**src/sv/ctc_pkg.sv**
```systemverilog
// ----------------------------------------------------------------------------
// Character transliteration chain: shared types and constants
// Character and operation widths, operation codes and the table depth.
// ----------------------------------------------------------------------------
`default_nettype none

package ctc_pkg;

	localparam int CHAR_W      = 7;
	localparam int OP_W        = 2;
	localparam int TABLE_DEPTH = 2 ** CHAR_W;

	typedef logic [CHAR_W-1:0] char_t;

	typedef enum logic [OP_W-1:0] {
		OP_LOAD      = 2'd0,
		OP_TRANSLATE = 2'd1,
		OP_FINISH    = 2'd2
	} op_t;

endpackage

`default_nettype wire

```
**src/sv/ctc_in_if.sv**
```systemverilog
// ----------------------------------------------------------------------------
// Character transliteration chain: input channel
// Valid/ready channel that carries one operation word.
// ----------------------------------------------------------------------------
`default_nettype none

interface ctc_in_if;
	import ctc_pkg::*;

	logic              valid;
	logic              ready;
	logic [OP_W-1:0]   operation;
	char_t             from_char;
	char_t             to_char;
	char_t             source_char;

	modport source (output valid, output operation, output from_char, output to_char,
		output source_char, input ready);
	modport sink (input valid, input operation, input from_char, input to_char,
		input source_char, output ready);

endinterface

`default_nettype wire

```
**src/sv/ctc_out_if.sv**
```systemverilog
// ----------------------------------------------------------------------------
// Character transliteration chain: result channel
// Valid/ready channel that carries one translated character or a marker.
// ----------------------------------------------------------------------------
`default_nettype none

interface ctc_out_if;
	import ctc_pkg::*;

	logic   valid;
	logic   ready;
	char_t  out_char;
	logic   end_of_string;
	logic   cycle_error;

	modport source (output valid, output out_char, output end_of_string,
		output cycle_error, input ready);
	modport sink (input valid, input out_char, input end_of_string,
		input cycle_error, output ready);

endinterface

`default_nettype wire

```
**src/sv/char_transliteration_chain_top.sv**
```systemverilog
// ----------------------------------------------------------------------------
// Character transliteration chain
// Mapping table in a synchronous memory; a translate walks the chain one table
// read per cycle until a character maps to itself or the lookup bound is hit.
// ----------------------------------------------------------------------------
// Usage: words enter on item (valid/ready). A load word stores a from/to pair
// and gives no result. A translate word gives one result word on result with
// the final character of the chain, none when the chain ends at character 0,
// or a word with cycle_error set when the chain has not settled after
// ALPHABET lookups. A finish word restores the identity mapping at once and
// gives a word with end_of_string set. Operation code 3 is dropped, and so
// is a load from character 0. A translate makes its table lookups one per
// cycle through the single read port of the table memory.
// One word is worked on at a time; the result sits in an output register and
// item stays ready while that register is drained in the same cycle.
// When result stalls, item is not ready until the pending result is taken.
// Reset clears all changed marks (identity mapping) and the output register;
// table contents need no reset since an entry is read only once it is marked.
// ----------------------------------------------------------------------------
`default_nettype none

module char_transliteration_chain_top #(
	parameter int ALPHABET = 128
) (
	input  wire       clk,
	input  wire       arst_n,
	ctc_in_if.sink    item,
	ctc_out_if.source result
);
	import ctc_pkg::*;

	localparam int STEP_W = $clog2(ALPHABET);

	typedef enum logic {
		ST_IDLE,
		ST_WALK
	} state_t;

	state_t                  state_q;
	char_t                   cur_q;
	logic [STEP_W-1:0]       steps_q;
	logic [TABLE_DEPTH-1:0]  changed_q;
	logic                    out_valid_q;
	char_t                   out_char_q;
	logic                    eos_q;
	logic                    cyc_q;

	char_t                   map_mem [TABLE_DEPTH];
	char_t                   rd_q;

	logic                    accept;
	logic                    mem_we;
	char_t                   rd_addr;
	char_t                   walk_next;
	logic                    settled;
	logic                    last_step;
	logic                    emit;

	assign item.ready = (state_q == ST_IDLE) && (!out_valid_q || result.ready);
	assign accept     = item.valid && item.ready;

	// Only marked entries hold a mapping; an unmarked one is the identity.
	assign walk_next = changed_q[cur_q] ? rd_q : cur_q;
	assign settled   = (walk_next == cur_q);
	assign last_step = (steps_q == STEP_W'(ALPHABET - 1));

	assign rd_addr = (state_q == ST_WALK) ? walk_next : item.source_char;
	assign mem_we  = accept && (item.operation == OP_LOAD) && (item.from_char != '0);

	// A result word is produced by a finish, or by a walk that ends on a
	// nonzero character or runs out of lookups.
	assign emit = (accept && (item.operation == OP_FINISH)) ||
		((state_q == ST_WALK) && (settled ? (cur_q != '0) : last_step));

	assign result.valid         = out_valid_q;
	assign result.out_char      = out_char_q;
	assign result.end_of_string = eos_q;
	assign result.cycle_error   = cyc_q;

	always_ff @(posedge clk) begin
		if (mem_we) begin
			map_mem[item.from_char] <= item.to_char;
		end
		rd_q <= map_mem[rd_addr];
	end

	always_ff @(posedge clk or negedge arst_n) begin
		if (!arst_n) begin
			state_q     <= ST_IDLE;
			cur_q       <= '0;
			steps_q     <= '0;
			changed_q   <= '0;
			out_valid_q <= 1'b0;
			out_char_q  <= '0;
			eos_q       <= 1'b0;
			cyc_q       <= 1'b0;
		end else begin
			if (emit) begin
				out_valid_q <= 1'b1;
			end else if (result.ready) begin
				out_valid_q <= 1'b0;
			end
			case (state_q)
				ST_IDLE: begin
					if (accept) begin
						case (item.operation)
							OP_LOAD: begin
								if (item.from_char != '0) begin
									changed_q[item.from_char] <= 1'b1;
								end
							end
							OP_TRANSLATE: begin
								cur_q   <= item.source_char;
								steps_q <= '0;
								state_q <= ST_WALK;
							end
							OP_FINISH: begin
								changed_q   <= '0;
								out_char_q  <= '0;
								eos_q       <= 1'b1;
								cyc_q       <= 1'b0;
							end
							default: begin
							end
						endcase
					end
				end
				ST_WALK: begin
					if (settled) begin
						state_q <= ST_IDLE;
						// A chain that ends at character 0 deletes the character.
						if (cur_q != '0) begin
							out_char_q  <= cur_q;
							eos_q       <= 1'b0;
							cyc_q       <= 1'b0;
						end
					end else if (last_step) begin
						state_q     <= ST_IDLE;
						out_char_q  <= '0;
						eos_q       <= 1'b0;
						cyc_q       <= 1'b1;
					end else begin
						cur_q   <= walk_next;
						steps_q <= steps_q + 1'b1;
					end
				end
				default: begin
					state_q <= ST_IDLE;
				end
			endcase
		end
	end

`ifndef ASSERT_OFF
	a_finish_clears: assert property (@(posedge clk) disable iff (!arst_n)
		accept && (item.operation == OP_FINISH)
		|=> (changed_q == '0) && out_valid_q && eos_q && !cyc_q)
		else $error("finish did not restore the table or give an end marker");

	a_translate_walks: assert property (@(posedge clk) disable iff (!arst_n)
		accept && (item.operation == OP_TRANSLATE)
		|=> (state_q == ST_WALK) && (steps_q == '0) && !out_valid_q)
		else $error("translate did not start a walk");

	a_marker_zero: assert property (@(posedge clk) disable iff (!arst_n)
		out_valid_q && (eos_q || cyc_q) |-> (out_char_q == '0) && !(eos_q && cyc_q))
		else $error("marker word carries a character or both flags");

	a_walk_blocks_input: assert property (@(posedge clk) disable iff (!arst_n)
		(state_q == ST_WALK) |-> !item.ready)
		else $error("input taken during a walk");

	a_char_nonzero: assert property (@(posedge clk) disable iff (!arst_n)
		out_valid_q && !eos_q && !cyc_q |-> (out_char_q != '0))
		else $error("deleted character was emitted");
`endif

endmodule

`default_nettype wire

```
**src/flat_wrapper.sv**
```systemverilog
// flat-port wrapper written by rule: the top's interface ports become plain ports
module char_transliteration_chain_top_flat import ctc_pkg::*;
#(
	parameter int ALPHABET = 128
)
  (clk, arst_n, item_valid, item_operation, item_from_char, item_to_char, item_source_char, item_ready, result_valid, result_out_char, result_end_of_string, result_cycle_error, result_ready);
  ctc_in_if item_i ();
  ctc_out_if result_i ();
  input  wire clk;
  input  wire arst_n;
  input wire logic [$bits(item_i.valid)-1:0] item_valid;
  input wire logic [$bits(item_i.operation)-1:0] item_operation;
  input wire logic [$bits(item_i.from_char)-1:0] item_from_char;
  input wire logic [$bits(item_i.to_char)-1:0] item_to_char;
  input wire logic [$bits(item_i.source_char)-1:0] item_source_char;
  output wire logic [$bits(item_i.ready)-1:0] item_ready;
  output wire logic [$bits(result_i.valid)-1:0] result_valid;
  output wire logic [$bits(result_i.out_char)-1:0] result_out_char;
  output wire logic [$bits(result_i.end_of_string)-1:0] result_end_of_string;
  output wire logic [$bits(result_i.cycle_error)-1:0] result_cycle_error;
  input wire logic [$bits(result_i.ready)-1:0] result_ready;
  assign item_i.valid = item_valid;
  assign item_i.operation = item_operation;
  assign item_i.from_char = item_from_char;
  assign item_i.to_char = item_to_char;
  assign item_i.source_char = item_source_char;
  assign item_ready = item_i.ready;
  assign result_valid = result_i.valid;
  assign result_out_char = result_i.out_char;
  assign result_end_of_string = result_i.end_of_string;
  assign result_cycle_error = result_i.cycle_error;
  assign result_i.ready = result_ready;
  char_transliteration_chain_top #(.ALPHABET(ALPHABET)) u_core (.clk(clk), .arst_n(arst_n), .item(item_i), .result(result_i));
endmodule
```
**config.mk**
```make
export PLATFORM = sky130hd
export DESIGN_NAME = char_transliteration_chain_top_flat
export DESIGN_NICKNAME = d
export VERILOG_FILES = /design/src/sv/ctc_pkg.sv /design/src/sv/ctc_in_if.sv /design/src/sv/ctc_out_if.sv /design/src/sv/char_transliteration_chain_top.sv /design/src/flat_wrapper.sv
export SDC_FILE = /design/constraint.sdc
export NUM_CORES = 1
export LEC_CHECK = 0
export BUFFER_PORTS_ARGS = -buffer_cell sky130_fd_sc_hd__buf_2
export CAP_MARGIN = 30
export CORE_UTILIZATION = 50
export CTS_BUF_LIST = sky130_fd_sc_hd__clkbuf_4
export DETAILED_ROUTE_END_ITERATION = 6
export PLACE_DENSITY = 0.71
export SLEW_MARGIN = 5
export SYNTH_ARGS = -nofsm -noshare
export SYNTH_HDL_FRONTEND = slang
export SYNTH_SLANG_ARGS = --single-unit
```
**constraint.sdc**
```tcl
create_clock -name clk -period 5.9 [get_ports clk]
set_input_delay 1.18 -clock clk [delete_from_list [all_inputs] [get_ports clk]]
set_output_delay 1.18 -clock clk [all_outputs]
set_load 0.03 [all_outputs]
```
==> flow_summary.json <==
{
  "antenna_found_initial": 4,
  "tightest_slew_ps": 1040,
  "reg2reg_from": "u_core.cur_q[0]",
  "core_sq_um": 85700,
  "max-slew-margin-rel_pct": 30.7,
  "synth-seq-cells": 1056,
  "clk_pin_slew_ps": 70,
  "row_count": 107,
  "rsz0062_at_grt": "false",
  "ir_drop_mv": 0.235,
  "grt_pass1_vias": 28700,
  "period_needed_ps": 5630,
  "timing.critical_path.max_delay_family": "compound AO/OA/AOI/OAI gates",
  "yosysTopAreaCell": "edfxtp_1",
  "ys_seq_area_share_pct": 70.8,
  "grt_usage_pct": 26.7,
  "num_io_pins": 38,
  "wirelength_mm": 119,
  "synth_top_family_by_area": "simple AND/OR/NAND/NOR gates",
  "period_share_pct": 95.4,
  "max_freq_mhz": 178,
  "synth_simple_gate_area_share_pct": 14.2,
  "hp-class": "in2reg",
  "power.density_nw_per_um2": 421,
  "clock-sinks": 1056,
  "holdPathEnd": "u_core.result.valid",
  "syn_area_per_cell_sq_um": 12.8,
  "wl_met3_mm": 12.3,
  "cts_buffers": 287,
  "crit_chain": "buf_4 > nor2b_1 > a221o_1 > o211ai_1 > nand2b_1 > o211ai_2 > a211o_1 > nand2_4 > buf_12 > buf_4 > nor2_1 > o21ai_0 > a21oi_1 > or4_1 > nor3_1 > o31a_1",
  "arrival_ps": 6670,
  "outcome": "finished clean",
  "hold_viol_final": 0,
  "synth-edff-count": 896,
  "power_w": 0.0205,
  "dp_hpwl_mm": 73.3,
  "synth_area_leaders": "edfxtp_1 62%, dfrtp_1 8.8%, nand2_1 5.7%",
  "async_flop_share_pct": 14.5,
  "start_util_pct": 50.9,
  "vias_per_cell": 6.05,
  "area_growth_syn_to_layout_pct": 11.7,
  "post-cts-setup-buffer-count": 0,
  "fin_tns_setup_ps": 0,
  "r2r_end": "u_core.rd_q[0]",
  "synth_compound_area_share_pct": 7.51,
  "num_vias": 30000,
  "rrSetupSlack_ps": 270,
  "ys.flop_type": "edfxtp_1",
  "cp_common_cell": "buf_4",
  "clock_latency_ps": 1150,
  "dieHeight_um": 297,
  "path_max_fanout": 62,
  "cts_tree": "built",
  "worstHoldStart": "result_ready",
  "yosysTopAreaCellShare_pct": 61.7,
  "critPathSlowestCell": "dfrtp_4",
  "critical_path_required_ps": 6940,
  "whs_path_depth": 2,
  "reg2regPathDepth": 16,
  "synth_fa_ha_area_share_pct": 0.0287,
  "route.met2.wl_mm": 55.3,
  "wl_met1_mm": 47.4,
  "critPathMaxStageDelay_ps": 630,
  "wl_per_cell_um": 24.0,
  "routabilityCongestion": 0.921,
  "drt_iter0_drc": 3884,
  "synth_xor_area_share_pct": 0.161,
  "cp-end-kind": "register",
  "grt_pass1_wl_mm": 178,
  "fin_util_pct": 56.8,
  "p_leak_nw": 18.0,
  "whs_ps": 311,
  "drt_pass1_iterations": 5,
  "synth_cell_types": 73,
  "start_kind": "register",
  "crit_type": "reg2reg",
  "drive_gt1_share_pct": 16.5,
  "layout.nets": 3688,
  "setup_viol": 0,
  "place.port_buffers": 37,
  "die_area_sq_um": 88300,
  "root_buffer": "clkbuf_4",
  "drtAntennaViolNets": 0,
  "synth.mux.area_fraction_pct": 4.49,
  "top_layer": "met4",
  "cp.buffers_inverters": 3,
  "syn_inst": 3417,
  "grt-ovfl-total": 0,
  "syn_area_sq_um": 43600,
  "place_inst": 4508,
  "yosys_warnings": 0,
  "remaining_drc_errors": 0,
  "die_width_um": 297,
  "worst-path-stages": 16,
  "skew_ps": 93.3,
  "clockBufferDepth": 4,
  "fin_cells": 4965,
  "cts_max_level": 5,
  "grt_max_degree": 104,
  "drv_slew": 0,
  "drv_cap": 0
}
[cell families (layout without fill, tap and decap cells)]
| family | count (synthesis) | in the layout |
|---|---|---|
| other cells | 1 | 12 |
| xor+xnor | 8 | 8 |
| buf+inv | 228 | 621 |
| fa+ha+maj | 1 | 1 |
| simple gates | 1445 | 1445 |
| mux | 172 | 172 |
| flops | 1056 | 1056 |
| compound gates | 506 | 506 |
[synth_stat cells (22+ instances only)]
cell type  number
buf_4          24
a311oi_1       47
a21oi_1       206
a31oi_1        45
nor3_1         29
nor2_1        383
a211oi_1       22
mux2i_1       146
o21ai_0        53
nand3_1       193
dfrtp_1       153
o22ai_1        28
and3_1         70
buf_2          78
edfxtp_1      896
clkbuf_1       83
nand2_1       664
[registers in the layout, summed over array words and instances (netlist names)]
signal / count
u_core.result.end_of_string: 1
u_core.cur_q: 7
u_core.result.valid: 1
u_core.result.out_char: 7
u_core.steps_q: 7
u_core.result.cycle_error: 1
u_core.state_q: 1
u_core.changed_q: 128
u_core.map_mem: 896
u_core.rd_q: 7
[power by group]
part           internal (W)  switching (W)
registers           0.00823       0.000252
clock network       0.00325        0.00285
logic               0.00193        0.00398
[cell usage in the layout (no fill, tap or decap), types with 5 or more instances in the layout]
master and count:
clkinv_1 36, or3_1 5, a211oi_1 22, buf_4 109
or4_1 13, nand2b_1 12, nor2b_1 16, mux2i_1 146
nor3_1 25, diode_2 5, mux4_2 18, nor2_1 380
a31oi_1 45, nand4_1 20, mux2_2 8, dfxtp_1 7
conb_1 7, o21ai_0 53, buf_2 30, nand3_1 193
a21boi_0 7, a32oi_1 13, inv_1 11, a21oi_1 206
a311oi_1 47, nor4_1 15, buf_12 20, o221ai_1 9
a22o_1 7, clkbuf_4 401, nand2_1 662, nor2_2 5
and3_1 70, and2_1 5, a41oi_1 6, dfrtp_1 152
edfxtp_1 896, o22ai_1 28, a22oi_1 12
[per-layer routing]
metal / up-vias / global-route usage (%)
met4: 0 / 11.6
met2: 1772 / 40.7
met1: 14800 / 36.7
met5: - / 0
met3: 290 / 6.49
li1: 13200 / -
[area by class of cell]
class	instances	area [sq um]
Clock buffer	400	3000
Multi-Input combinational cell	2139	11600
Clock inverter	45	277
Timing Repair Buffer	165	1450
Sequential cell	1056	30900
Fill cell	6980	37000
Tap cell	1144	1430
Inverter	11	41.3
Antenna cell	5	12.5
[timing repair]
item / in CTS / in global routing
gates resized for setup: 0 / 1
endpoints found under the hold margin: 0 / 11
hold buffers: 0 / 1
setup endpoints to repair: 0 / 3
[metrics by stage]
stage	area, sq um	setup slack, ps
2_1_floorplan	43600	1860
3_3_place_gp	45300	364
3_5_place_dp	45300	298
4_1_cts	48600	233
5_1_grt	48700	68.7
6_report	48700	269
[how the worst max path moves through the flow]
stage | from | slack (ps) | endpoint
after global routing | u_core.cur_q[0] | 70 | u_core.rd_q[0]
after floorplan | u_core.cur_q[0] | 1860 | u_core.rd_q[0]
after detailed placement | u_core.cur_q[0] | 300 | u_core.rd_q[2]
final | u_core.cur_q[0] | 270 | u_core.rd_q[0]
after global placement | u_core.cur_q[0] | 360 | u_core.rd_q[2]
after CTS | u_core.cur_q[0] | 230 | u_core.rd_q[2]
No activity file was read; power rests on OpenSTA's default activity.
